--- config.mk ---
export PLATFORM = sky130hd
export DESIGN_NAME = modbus_read_response_field_extractor
export DESIGN_NICKNAME = d
export VERILOG_FILES = /design/src/hdl/mrfe_pkg.sv /design/src/hdl/mrfe_store.sv /design/src/hdl/mrfe_intake.sv /design/src/hdl/mrfe_extract.sv /design/src/hdl/modbus_read_response_field_extractor.sv
export SDC_FILE = /design/constraint.sdc
export NUM_CORES = 2
export LEC_CHECK = 0
export BUFFER_PORTS_ARGS = -buffer_cell sky130_fd_sc_hd__buf_2
export CORE_MARGIN = 3
export CORE_UTILIZATION = 65
export DETAILED_ROUTE_END_ITERATION = 10
export PLACE_DENSITY_LB_ADDON = 0.15
export SYNTH_ARGS = -nofsm -noshare
export SYNTH_HDL_FRONTEND = slang
export SYNTH_SLANG_ARGS = --single-unit
--- constraint.sdc ---
create_clock -name clk -period 10.1 [get_ports clk]
set_input_delay 1.515 -clock clk [delete_from_list [all_inputs] [get_ports clk]]
set_output_delay 1.515 -clock clk [all_outputs]
set_load 0.05 [all_outputs]
--- src/hdl/mrfe_pkg.sv ---
`default_nettype none
// ----------------------------------------------------------------------------
// mrfe_pkg
// Shared types, constants and helper functions for the Modbus read-response
// field extractor.
// ----------------------------------------------------------------------------
package mrfe_pkg;

  localparam int BUFFER_BYTES_DEF = 256;
  localparam int CELLS_DEF        = 16;

  localparam int FIXED_FIELDS = 17;
  localparam int CFG_INDEX_W  = 1;
  localparam int CFG_DATA_W   = 8;

  // Configuration register indexes.
  localparam logic [CFG_INDEX_W-1:0] REG_SLAVE_ADDRESS  = 1'b0;
  localparam logic [CFG_INDEX_W-1:0] REG_REGISTER_COUNT = 1'b1;

  localparam logic [7:0]  SLAVE_ADDRESS_RST  = 8'h01;
  localparam logic [6:0]  REGISTER_COUNT_RST = 7'd100;
  localparam logic [7:0]  FUNC_READ_HOLDING  = 8'h03;
  localparam logic [15:0] CRC_INIT           = 16'hFFFF;
  localparam logic [15:0] CRC_POLY           = 16'hA001;
  localparam logic [7:0]  PAYLOAD_BASE       = 8'd3;
  localparam logic [9:0]  FRAME_OVERHEAD     = 10'd5;

  // Result status codes.
  localparam logic [1:0] ST_VALID = 2'd0;
  localparam logic [1:0] ST_SHORT = 2'd1;
  localparam logic [1:0] ST_CRC   = 2'd2;

  typedef enum logic [1:0] {
    FK_UNSIGNED,
    FK_SIGNED16,
    FK_SIGNED32,
    FK_FLAG
  } field_kind_t;

  typedef struct packed {
    logic [7:0]  addr;   // frame byte position of the most significant byte
    logic [1:0]  nlast;  // byte count minus one
    field_kind_t kind;
  } field_desc_t;

  typedef struct packed {
    logic       go;      // a frame closed in this cycle
    logic [1:0] status;
  } frame_done_t;

  typedef enum logic [1:0] {
    EX_IDLE,
    EX_READ,
    EX_SHIFT,
    EX_PUT
  } ex_state_t;

  function automatic logic [15:0] crc_feed(input logic [15:0] c_in, input logic [7:0] b);
    logic [15:0] c;
    c = c_in ^ {8'h00, b};
    for (int k = 0; k < 8; k++) begin
      c = c[0] ? ((c >> 1) ^ CRC_POLY) : (c >> 1);
    end
    return c;
  endfunction

  function automatic field_desc_t mk_desc(input logic [7:0] off, input logic [1:0] nlast,
                                          input field_kind_t kind);
    field_desc_t d;
    d.addr  = off + PAYLOAD_BASE;
    d.nlast = nlast;
    d.kind  = kind;
    return d;
  endfunction

  // The seventeen fixed fields that follow the cell voltages.
  function automatic field_desc_t fixed_field(input logic [4:0] j);
    field_desc_t d;
    unique case (j)
      5'd0:    d = mk_desc(8'h44, 2'd1, FK_UNSIGNED);
      5'd1:    d = mk_desc(8'h46, 2'd1, FK_UNSIGNED);
      5'd2:    d = mk_desc(8'h48, 2'd0, FK_UNSIGNED);
      5'd3:    d = mk_desc(8'h49, 2'd0, FK_UNSIGNED);
      5'd4:    d = mk_desc(8'h8A, 2'd1, FK_SIGNED16);
      5'd5:    d = mk_desc(8'h90, 2'd3, FK_UNSIGNED);
      5'd6:    d = mk_desc(8'h94, 2'd3, FK_UNSIGNED);
      5'd7:    d = mk_desc(8'h98, 2'd3, FK_SIGNED32);
      5'd8:    d = mk_desc(8'h9C, 2'd1, FK_SIGNED16);
      5'd9:    d = mk_desc(8'h9E, 2'd1, FK_SIGNED16);
      5'd10:   d = mk_desc(8'hA7, 2'd0, FK_UNSIGNED);
      5'd11:   d = mk_desc(8'hA8, 2'd3, FK_SIGNED32);
      5'd12:   d = mk_desc(8'hAC, 2'd3, FK_UNSIGNED);
      5'd13:   d = mk_desc(8'hB0, 2'd3, FK_UNSIGNED);
      5'd14:   d = mk_desc(8'hB4, 2'd3, FK_UNSIGNED);
      5'd15:   d = mk_desc(8'hC0, 2'd0, FK_FLAG);
      default: d = mk_desc(8'hC1, 2'd0, FK_FLAG);
    endcase
    return d;
  endfunction

  function automatic logic [32:0] format_value(input field_kind_t kind, input logic [31:0] acc);
    logic [32:0] v;
    unique case (kind)
      FK_UNSIGNED: v = {1'b0, acc};
      FK_SIGNED16: v = {{17{acc[15]}}, acc[15:0]};
      FK_SIGNED32: v = {acc[31], acc};
      FK_FLAG:     v = {32'd0, (acc[7:0] == 8'd1)};
    endcase
    return v;
  endfunction

endpackage
`default_nettype wire

--- src/hdl/mrfe_store.sv ---
`default_nettype none
// ----------------------------------------------------------------------------
// mrfe_store
// Frame byte store: one write port, one read port with registered data.
// ----------------------------------------------------------------------------
module mrfe_store #(
  parameter int DEPTH = 256,
  parameter int AW    = $clog2(DEPTH)
) (
  input  wire logic          clk,
  input  wire logic          wr_en,
  input  wire logic [AW-1:0] wr_addr,
  input  wire logic [7:0]    wr_data,
  input  wire logic          rd_en,
  input  wire logic [AW-1:0] rd_addr,
  output logic      [7:0]    rd_data
);

  logic [7:0] mem [DEPTH];

  always_ff @(posedge clk) begin
    if (wr_en) begin
      mem[wr_addr] <= wr_data;
    end
  end

  always_ff @(posedge clk) begin
    if (rd_en) begin
      rd_data <= mem[rd_addr];
    end
  end

endmodule
`default_nettype wire

--- src/hdl/mrfe_intake.sv ---
`default_nettype none
// ----------------------------------------------------------------------------
// mrfe_intake
// Byte intake: counts and stores frame bytes, runs the CRC, checks the header
// and judges the frame when its last byte arrives.
// ----------------------------------------------------------------------------
module mrfe_intake
  import mrfe_pkg::*;
#(
  parameter int BUFFER_BYTES = BUFFER_BYTES_DEF,
  parameter int AW           = $clog2(BUFFER_BYTES),
  parameter int CW           = $clog2(BUFFER_BYTES + 1)
) (
  input  wire logic          clk,
  input  wire logic          rst,
  input  wire logic          in_valid,
  output logic               in_ready,
  input  wire logic [7:0]    rx_byte,
  input  wire logic          end_of_frame,
  input  wire logic          busy,
  input  wire logic [7:0]    slave_address,
  input  wire logic [6:0]    register_count,
  output logic               wr_en,
  output logic      [AW-1:0] wr_addr,
  output logic      [7:0]    wr_data,
  output frame_done_t        done
);

  logic [CW-1:0] byte_count, byte_count_next;
  logic [15:0]   running_crc, running_crc_next;
  logic [15:0]   held_bytes, held_bytes_next;
  logic          header_ok, header_ok_next;
  logic          room, accept;
  logic [10:0]   min_len;
  logic [15:0]   crc_received;

  assign in_ready = !busy;
  assign accept   = in_valid && in_ready;
  assign room     = byte_count < CW'(BUFFER_BYTES);

  assign wr_en   = accept && room;
  assign wr_addr = byte_count[AW-1:0];
  assign wr_data = rx_byte;

  // Values after this byte; a byte past the buffer leaves everything alone.
  always_comb begin
    byte_count_next  = byte_count;
    running_crc_next = running_crc;
    held_bytes_next  = held_bytes;
    header_ok_next   = header_ok;
    if (room) begin
      byte_count_next = byte_count + CW'(1);
      held_bytes_next = {held_bytes[7:0], rx_byte};
      if (byte_count == CW'(0) && rx_byte != slave_address) begin
        header_ok_next = 1'b0;
      end
      if (byte_count == CW'(1) && rx_byte != FUNC_READ_HOLDING) begin
        header_ok_next = 1'b0;
      end
      if (byte_count >= CW'(2)) begin
        running_crc_next = crc_feed(running_crc, held_bytes[15:8]);
      end
    end
  end

  // The CRC travels low byte first, so the held pair is swapped.
  assign crc_received = {held_bytes_next[7:0], held_bytes_next[15:8]};
  assign min_len      = 11'(FRAME_OVERHEAD) + {3'b000, register_count, 1'b0};

  always_comb begin
    done.go = accept && end_of_frame;
    priority if (11'(byte_count_next) < min_len || !header_ok_next) begin
      done.status = ST_SHORT;
    end else if (crc_received != running_crc_next) begin
      done.status = ST_CRC;
    end else begin
      done.status = ST_VALID;
    end
  end

  always_ff @(posedge clk) begin
    if (rst) begin
      byte_count  <= '0;
      running_crc <= CRC_INIT;
      held_bytes  <= '0;
      header_ok   <= 1'b1;
    end else if (accept) begin
      if (end_of_frame) begin
        byte_count  <= '0;
        running_crc <= CRC_INIT;
        held_bytes  <= '0;
        header_ok   <= 1'b1;
      end else begin
        byte_count  <= byte_count_next;
        running_crc <= running_crc_next;
        held_bytes  <= held_bytes_next;
        header_ok   <= header_ok_next;
      end
    end
  end

endmodule
`default_nettype wire

--- src/hdl/mrfe_extract.sv ---
`default_nettype none
// ----------------------------------------------------------------------------
// mrfe_extract
// Field sequencer: reads each field byte by byte from the store, assembles
// it big-endian and hands it to the output register.
// ----------------------------------------------------------------------------
module mrfe_extract
  import mrfe_pkg::*;
#(
  parameter int BUFFER_BYTES = BUFFER_BYTES_DEF,
  parameter int CELLS        = CELLS_DEF,
  parameter int AW           = $clog2(BUFFER_BYTES)
) (
  input  wire logic               clk,
  input  wire logic               rst,
  input  wire frame_done_t        done,
  output logic                    busy,
  output logic                    rd_en,
  output logic           [AW-1:0] rd_addr,
  input  wire logic      [7:0]    rd_data,
  output logic                    out_valid,
  input  wire logic               out_ready,
  output logic           [1:0]    frame_status,
  output logic           [5:0]    field_id,
  output logic signed    [32:0]   field_value,
  output logic                    last_result
);

  localparam logic [5:0] LAST_ID = 6'(CELLS + FIXED_FIELDS - 1);

  ex_state_t   state, state_next;
  logic [1:0]  status_r;
  logic [5:0]  fld;
  logic [1:0]  bidx;
  logic [31:0] acc;
  field_desc_t desc;
  logic        out_free, out_load, is_last;

  assign out_free = !out_valid || out_ready;
  assign is_last  = (status_r != ST_VALID) || (fld == LAST_ID);
  assign busy     = (state != EX_IDLE);

  always_comb begin
    if (fld < 6'(CELLS)) begin
      desc.addr  = PAYLOAD_BASE + {1'b0, fld, 1'b0};
      desc.nlast = 2'd1;
      desc.kind  = FK_UNSIGNED;
    end else begin
      desc = fixed_field(5'(fld - 6'(CELLS)));
    end
  end

  assign rd_addr = AW'(desc.addr) + AW'(bidx);

  always_comb begin
    state_next = state;
    unique case (state)
      EX_IDLE: begin
        if (done.go) begin
          state_next = (done.status == ST_VALID) ? EX_READ : EX_PUT;
        end
      end
      EX_READ:  state_next = EX_SHIFT;
      EX_SHIFT: state_next = (bidx == desc.nlast) ? EX_PUT : EX_READ;
      EX_PUT: begin
        if (out_free) begin
          state_next = is_last ? EX_IDLE : EX_READ;
        end
      end
    endcase
  end

  always_comb begin
    rd_en    = (state == EX_READ);
    out_load = (state == EX_PUT) && out_free;
  end

  always_ff @(posedge clk) begin
    if (rst) begin
      state <= EX_IDLE;
    end else begin
      state <= state_next;
    end
  end

  always_ff @(posedge clk) begin
    if (state == EX_IDLE && done.go) begin
      status_r <= done.status;
      fld      <= '0;
      bidx     <= '0;
      acc      <= '0;
    end else if (state == EX_SHIFT) begin
      acc  <= {acc[23:0], rd_data};
      bidx <= bidx + 2'd1;
    end else if (out_load) begin
      fld  <= fld + 6'd1;
      bidx <= '0;
      acc  <= '0;
    end
  end

  always_ff @(posedge clk) begin
    if (rst) begin
      out_valid <= 1'b0;
    end else if (out_load) begin
      out_valid <= 1'b1;
    end else if (out_ready) begin
      out_valid <= 1'b0;
    end
  end

  always_ff @(posedge clk) begin
    if (out_load) begin
      frame_status <= status_r;
      last_result  <= is_last;
      if (status_r == ST_VALID) begin
        field_id    <= fld;
        field_value <= format_value(desc.kind, acc);
      end else begin
        field_id    <= '0;
        field_value <= '0;
      end
    end
  end

endmodule
`default_nettype wire

--- src/hdl/modbus_read_response_field_extractor.sv ---
`default_nettype none
// ----------------------------------------------------------------------------
// modbus_read_response_field_extractor
// Parses a received Modbus RTU read-holding-registers response byte by byte
// and, at frame end, emits either one error item or the run of fields.
// ----------------------------------------------------------------------------
//
// Channel  Direction  Handshake            Payload
// in       input      in_valid/in_ready    rx_byte, end_of_frame
// out      output     out_valid/out_ready  frame_status, field_id, field_value,
//                                          last_result
// cfg      input      cfg_valid/cfg_ready  cfg_index, cfg_data
//
// A byte that does not close a frame is taken at once while the sequencer is
// idle, and the next byte may follow immediately. The byte that closes a frame
// starts the field sequencer, and no byte is taken until it has handed off the
// last result. Each field is read byte by byte on the store's single read port,
// each byte in an issue step and a capture step, and is then loaded into the
// output register; an error frame goes straight to that load step.
// A stalled output simply holds the sequencer in its load step. Reset clears
// the frame counters and restores the configuration registers; the byte store
// is not cleared, and no clearing pass is needed.
//
// The store is written only while the sequencer is idle and read only while
// it runs, so no forwarding path is needed between the two ports.
// ----------------------------------------------------------------------------
module modbus_read_response_field_extractor
  import mrfe_pkg::*;
#(
  parameter int BUFFER_BYTES = BUFFER_BYTES_DEF,
  parameter int CELLS        = CELLS_DEF
) (
  input  wire logic                   clk,
  input  wire logic                   rst,
  input  wire logic                   in_valid,
  output logic                        in_ready,
  input  wire logic [7:0]             rx_byte,
  input  wire logic                   end_of_frame,
  output logic                        out_valid,
  input  wire logic                   out_ready,
  output logic      [1:0]             frame_status,
  output logic      [5:0]             field_id,
  output logic signed [32:0]          field_value,
  output logic                        last_result,
  input  wire logic                   cfg_valid,
  output logic                        cfg_ready,
  input  wire logic [CFG_INDEX_W-1:0] cfg_index,
  input  wire logic [CFG_DATA_W-1:0]  cfg_data
);

  localparam int AW = $clog2(BUFFER_BYTES);

  logic [7:0]    slave_address;
  logic [6:0]    register_count;
  logic          busy;
  logic          wr_en, rd_en;
  logic [AW-1:0] wr_addr, rd_addr;
  logic [7:0]    wr_data, rd_data;
  frame_done_t   done;

  // Always taken; the user must issue configuration writes only while idle.
  assign cfg_ready = 1'b1;

  always_ff @(posedge clk) begin
    if (rst) begin
      slave_address  <= SLAVE_ADDRESS_RST;
      register_count <= REGISTER_COUNT_RST;
    end else if (cfg_valid && cfg_ready) begin
      unique case (cfg_index)
        REG_SLAVE_ADDRESS:  slave_address  <= cfg_data;
        REG_REGISTER_COUNT: register_count <= cfg_data[6:0];
      endcase
    end
  end

  mrfe_intake #(
    .BUFFER_BYTES(BUFFER_BYTES),
    .AW          (AW)
  ) u_intake (
    .clk           (clk),
    .rst           (rst),
    .in_valid      (in_valid),
    .in_ready      (in_ready),
    .rx_byte       (rx_byte),
    .end_of_frame  (end_of_frame),
    .busy          (busy),
    .slave_address (slave_address),
    .register_count(register_count),
    .wr_en         (wr_en),
    .wr_addr       (wr_addr),
    .wr_data       (wr_data),
    .done          (done)
  );

  mrfe_store #(
    .DEPTH(BUFFER_BYTES),
    .AW   (AW)
  ) u_store (
    .clk    (clk),
    .wr_en  (wr_en),
    .wr_addr(wr_addr),
    .wr_data(wr_data),
    .rd_en  (rd_en),
    .rd_addr(rd_addr),
    .rd_data(rd_data)
  );

  mrfe_extract #(
    .BUFFER_BYTES(BUFFER_BYTES),
    .CELLS       (CELLS),
    .AW          (AW)
  ) u_extract (
    .clk         (clk),
    .rst         (rst),
    .done        (done),
    .busy        (busy),
    .rd_en       (rd_en),
    .rd_addr     (rd_addr),
    .rd_data     (rd_data),
    .out_valid   (out_valid),
    .out_ready   (out_ready),
    .frame_status(frame_status),
    .field_id    (field_id),
    .field_value (field_value),
    .last_result (last_result)
  );

endmodule
`default_nettype wire

# Yosys cells after proc, flatten, opt, wreduce, memory -nomap -nowiden
# Memory sizes are Yosys's and may differ from the RTL's. A register that Yosys moved wholly into a read port is not among the register bits.
# Index checks and enable logic that the tools add are counted.
[op_classes] n_reduce_logical=26 n_mux=38 bitwise=11 magnitude_cmp=4 n_addsub=7 eq_ne=15
[ops] operator="two-way mux 16 bit" n=13
[ops] operator="case mux 33 bit (4 select lines)" n=1
[ops] operator="two-way mux 32 bit" n=2
[ops] operator="two-way mux 12 bit" n=2
[ops] operator="inverter 2 -> 3 bit" n=8
[ops] operator="two-way mux 9 bit" n=2
[ops] operator="two-way mux 2 bit" n=8
[ops] operator="!= test 16 bit" n=1
[ops] operator="XOR 16 x 8 -> 16 bit" n=1
[ops] operator="< comparator 9 x 11 -> 1 bit" n=1
[ops] operator="adder 3 x 8 -> 9 bit, first input constant" n=1
[ops] operator="adder 9 x 1 -> 9 bit, second input constant" n=1
[ops] operator="== test 9 x 1 -> 1 bit, second input constant" n=1
[ops] operator=">= comparator 9 x 2 -> 1 bit, second input constant" n=1
[ops] operator="logical NOT 9 bit" n=1
[ops] operator="< comparator 9 bit, second input constant" n=1
[ops] operator="two-way mux 1 bit" n=9
[ops] operator="adder 2 x 7 -> 8 bit, first input constant" n=1
[ops] operator="adder 8 x 2 -> 8 bit" n=1
[ops] operator="== test 2 bit, second input constant" n=4
[ops] operator="== test 8 x 1 -> 1 bit, second input constant" n=1
[ops] operator="logical NOT 2 bit" n=4
[ops] operator="!= test 8 x 2 -> 1 bit, second input constant" n=1
[ops] operator="!= test 8 bit" n=1
[ops] operator="other kinds (15)" n=34
[totals] romBits=192 out_inout_bits=45 memories=2 regBits=144 ramBits=2048
[mem_list] memory="u_store.mem" depth=256 width=8 read_ports=1 rd_ports_with_merged_regs=1 wr=1 line_no="mrfe_store.sv:19" source="logic [7:0] mem [DEPTH];"
[mem_list] memory="(name not given)" depth=16 width=12 read_ports=1 rd_ports_with_merged_regs=0 wr=0 line_no="mrfe_pkg.sv:79" source="unique case (j)"

# Longest topological paths before layout
[logic_depth] ltp_word=26 ltp_mapped=24 ltp_nobuf=17

# By module
# From an unflattened synthesis, not the netlist that was laid out.
[hier_totals] hier_cells=4603 hier_area_um2=87513.9
[by_module_without_submodules] module="mrfe_store" instances=1 cells_each=3733 area_per_inst_um2=79636.4
[by_module_without_submodules] module="mrfe_extract" instances=1 cells_each=406 area_per_inst_um2=3961.3
[by_module_without_submodules] module="mrfe_intake" instances=1 cells_each=401 area_per_inst_um2=3261.9
[by_module_without_submodules] module="modbus_read_response_field_extractor" instances=1 cells_each=63 area_per_inst_um2=654.4

# Worst setup path after synthesis
# OpenSTA, ideal clock, no wires.
[synth_timing] path_type="reg-to-reg" from="reg u_extract.fld[4]" to="reg u_store.rd_data[6], read port of u_store.mem (data pin)" path_buffers=5 arrival_ns=4.096 setup_slack_ns=5.834 path_stages_with_launch=18 setup_time_ns=0.170 path_cell_list="dfxtp_1 -> buf_6 -> clkbuf_1 -> buf_1 -> o211ai_1 -> o31ai_1 -> ha_1 -> a21oi_2 -> inv_1 -> and2_1 -> xnor2_1 -> a221o_1 -> buf_4 -> buf_4 -> mux4_2 -> o22ai_1 -> or4_1 -> nor4_2"
[synth_via] elab_chain_cells=4 word_cells_on_any_way=6 cone_classes="add/sub: 3; order compare: 1; mux: 2"
[synth_rtl] item="start: declaration" line_no="mrfe_extract.sv:33" source="logic [5:0] fld;"
[synth_rtl] item="start signal: assignment" line_no="mrfe_extract.sv:96" source="fld <= fld + 6'd1;"
[synth_rtl] item="subtractor 5 bit" line_no="mrfe_extract.sv:49" source="desc = fixed_field(5'(fld - 6'(CELLS)));"
[synth_rtl] item="two-way mux 12 bit" line_no="mrfe_pkg.sv:79"
[synth_rtl] item="two-way mux 12 bit *" line_no="mrfe_extract.sv:44" source="if (fld < 6'(CELLS)) begin"
[synth_rtl] item="adder 8 x 2 -> 8 bit *" line_no="mrfe_extract.sv:53" source="assign rd_addr = AW'(desc.addr) + AW'(bidx);"
[synth_rtl] item="end: declaration" line_no="mrfe_store.sv:16" source="output logic [7:0] rd_data"
# Every way passes the cells marked *; elsewhere a longest branch is shown, timed or not.
# A chain may end at the register's enable or synchronous reset.

# Worst setup path after layout
[layout_timing] from="reg u_extract.fld[2]" to="reg u_store.rd_data[0], read port of u_store.mem (data pin)"
[layout_via] elab_chain_cells=5 word_cells_on_any_way=7 cone_classes="add/sub: 3; order compare: 1; mux: 2; memory: 1"
[layout_rtl] item="subtractor 5 bit" line_no="mrfe_extract.sv:49"
[layout_rtl] item="memory read (16 x 12 bit)"
[layout_rtl] item="two-way mux 12 bit" line_no="mrfe_pkg.sv:79"
[layout_rtl] item="two-way mux 12 bit *" line_no="mrfe_extract.sv:44"
[layout_rtl] item="adder 8 x 2 -> 8 bit *" line_no="mrfe_extract.sv:53"
# Marks and branches as above.

==> out/summary.txt <==
Number of global-route vias before repair = 46355
R2R depth = 12
Hold path start = slave_address[2]
Clock Skew = 29.14 ps
Warnings, synthesis = 0
Dpl cells = 6873
H-tree depth = 4
Initial antenna violation count = 4
Max Cap Viol = 0
First-pass GRT wire length = 309800 um
Startpoint types = flip-flop
WS Path Type = flip-flop to flip-flop
Crit path top cell by count = nor4_1
Critical Path Fanout Max = 111
Synth Area in XOR/XNOR = 0.009071
Arrival @ worst endpoint = 6830 ps
Post-Synth Adder-Cell Area = 0.003509
Die width = 365.8 um
P_leak = 28.81 nW
Fin Hold WS = 464.9 ps
Vias = 48636
Top_reg_cell synth = edfxtp_1
Outcome = completed
Final ANT Viol Nets = 0
Clock-pin slew of the registers on the worst-case setup and hold paths = 60 ps
Number of top-level pins = 68
Layout fillers = 7891
Top-count cell post-synth = edfxtp_1
WP data required = 10640 ps
Maximum number of pins on one net before global-route repair = 191
Routed wire per std cell = 28.98 um
Initial drt markers = 6959
Proportion of synthesized area in mux cells = 0.07643
CTS buffer count = 199
Number of synthesized flops with an enable pin = 1980
Die height = 365.8 um
Total wire length = 210400 um
CTS tree = built
Synth cell count leaders = edfxtp_1, nand2_1, nor2_1, a211oi_1, mux4_2
Final worst path period share = 0.6220
Die Area = 133800 sq um
Final Critical Period = 6282 ps
Clock tree root buffer cell = clkbuf_16
DR DRC count = 0
GP Congestion = 0.9104
Post-synth design cell area = 84140 sq um
Yosys top cell area share = 0.7066
Largest cells by area after synthesis = edfxtp_1, mux4_2, nand2_1
Post-Route Utilization = 0.7178
Port Buffer Count = 66
Max VDD drop = 407.6 uV
Synth async-reset ratio = 0
Crit-path slowest cell = nor4_1
Sink Count = 2080
R2r setup slk = 3820 ps
Pwr/cell area = 252.0 nW/um^2
GRT Overall Usage = 0.3144
Post-CTS Hold Buffers = 0
Cell family with most CP delay = buffers and inverters
Seq/Total Area, Yosys = 0.7304
Nets = 5391
Hold Fails Final Rpt = 0
RSZ-0062 raised after global routing = false
Simple-gate share of the synthesized area = 0.08552
Final cell count without fillers = 7259
Synthesis-to-layout area growth = 9.214%
Setup WS pre-CTS = 4006 ps
# resized after CTS = 0
Drt pass-1 iters = 6
Hold Path End = slave_address[2]
Compound-Gate Fraction of Synth Area = 0.07312
Worst skew pair latency = 850 ps
Worst r2r src = u_extract.fld[2]
CTS max path bufs = 3
Starting Density = 0.6573
Synth Area per Inst = 15.65 sq um
Type of the worst min-delay path = flip-flop to flip-flop
CP endpoint kind = flip-flop
Slew Limit Fails = 0
Largest family of logic cells by synthesized area = simple AND/OR/NAND/NOR gates
Distinct cell type count after synthesis = 81
FP Rows = 131
Cell taking the most area after synthesis = edfxtp_1
Fmax = 159.2 MHz
Crit path cell chain = inv_1, ha_1, o21ai_0, a21o_1, ha_4, buf_12, buf_4, mux4_2, mux2i_1, o22ai_1, nor4_1, nor4_1
Setup TNS = 0 ps
Final WS setup = 3818 ps
Relative slew slack = 0.05946
WP buf/inv = 3
Syn_nets = 5423
Gr ovfl total = 0
Post-CTS setup buffers = 0
Final setup violation count = 0
Worst hold stages = 2
CP peak stage delay = 1130 ps
Vias/cell = 6.700
Synth Instances = 5377
Yosys reg bits = 2080
Core area = 128000 sq um
Post-DP HPWL = 125700 um
Tightest Pin Transition = 1407 ps
Share of cells above drive strength 1 = 0.1270
Reg-to-reg endpoint = u_store.rd_data[0]
[placed cells by master (no fill, tap or decap), types with 14 or more instances in the layout]
master / count
edfxtp_1: 1980
nand2_1: 753
nor2_1: 316
a211oi_1: 282
mux4_2: 264
clkbuf_16: 200
a31oi_1: 192
a21oi_1: 159
and2_1: 150
and2_0: 149
dfxtp_1: 100
nand3_1: 96
a311oi_1: 84
clkbuf_1: 69
buf_4: 60
buf_2: 58
clkinv_1: 46
mux2i_1: 44
xnor2_1: 43
o22ai_1: 41
nor3_1: 37
o21ai_0: 33
xor2_1: 29
clkinv_2: 26
nor4_1: 21
ha_1: 21
a22oi_1: 19
inv_1: 16
a32oi_1: 15
nor2b_1: 14
buf_12: 14
[layout make-up]
type,count,area [sq um],share of cell area
diodes,11,27.53,0.0002996
multi-input cells,2906,20920,0.2277
clock inverters,103,809.5,0.008810
repair buffers,140,1139,0.01239
inverters,18,67.56,0.0007353
clock buffers,272,5305,0.05773
flip-flops and latches,2080,61460,0.6688
well taps,1729,2163,0.02354
[power breakdown]
part | total, mW | switching (mW) | internal (mW) | leakage [nW]
Sequential | 9.55 | 0.0546 | 9.49 | 18.6
Clock | 7.03 | 3.16 | 3.87 | 2.96
Combinational | 6.58 | 4.24 | 2.34 | 7.24
Total | 23.2 | 7.46 | 15.7 | 28.8
[metal layers]
metal,wire (um),GRT usage
met3,23820,0.07850
met2,97410,0.4672
met4,8981,0.1341
met5,13,0
met1,80120,0.4510
[stage by stage]
stage | total power [mW] | instance area [sq um]
after floorplan | 14.28 | 84140
after global placement | 16.12 | 85750
after detailed placement | 16.20 | 85750
after CTS | 23.13 | 91860
after global routing | 23.93 | 91860
final | 23.16 | 91890
[kinds of logic (layout without fill, tap and decap cells)]
logic type,Yosys count,in the layout
muxes,312,312
other,1,12
DFF,2080,2080
buffers and inverters,391,533
xor gates and xnor gates,78,78
AOI/OAI and AO/OA,896,896
and+or+nand+nor,1596,1596
adders and majority gates,23,23
[flip-flops by register name, indices dropped and copies added (netlist names), 6 cells and up]
signal / count
register_count: 7
slave_address: 8
u_store.rd_data: 8
u_extract.fld: 6
u_extract.field_id: 6
u_intake.running_crc: 16
u_intake.held_bytes: 16
u_extract.field_value: 33
u_extract.acc: 32
u_intake.byte_count: 9
u_store.mem: 1928
[worst max path at each step]
stage                         endpoint             start  cells after the start  slack, ps
floorplan           u_store.rd_data[6]  u_extract.fld[4]                     17       5830
global placement    u_store.rd_data[4]  u_extract.fld[2]                     12       4010
detailed placement  u_store.rd_data[4]  u_extract.fld[2]                     12       4010
CTS                 u_store.rd_data[3]  u_extract.fld[2]                     17       3990
global route        u_store.rd_data[4]  u_extract.fld[2]                     12       3460
finish              u_store.rd_data[0]  u_extract.fld[2]                     12       3820
[worst reg2reg max path, stage by stage, from the launching register on]
cell and delay, ps:
dfxtp_1 760, inv_1 220, ha_1 260, o21ai_0 200
a21o_1 190, ha_4 680, buf_12 590, buf_4 660
mux4_2 660, mux2i_1 240, o22ai_1 230, nor4_1 1130
nor4_1 160
Power figures use the tool's default switching activity.
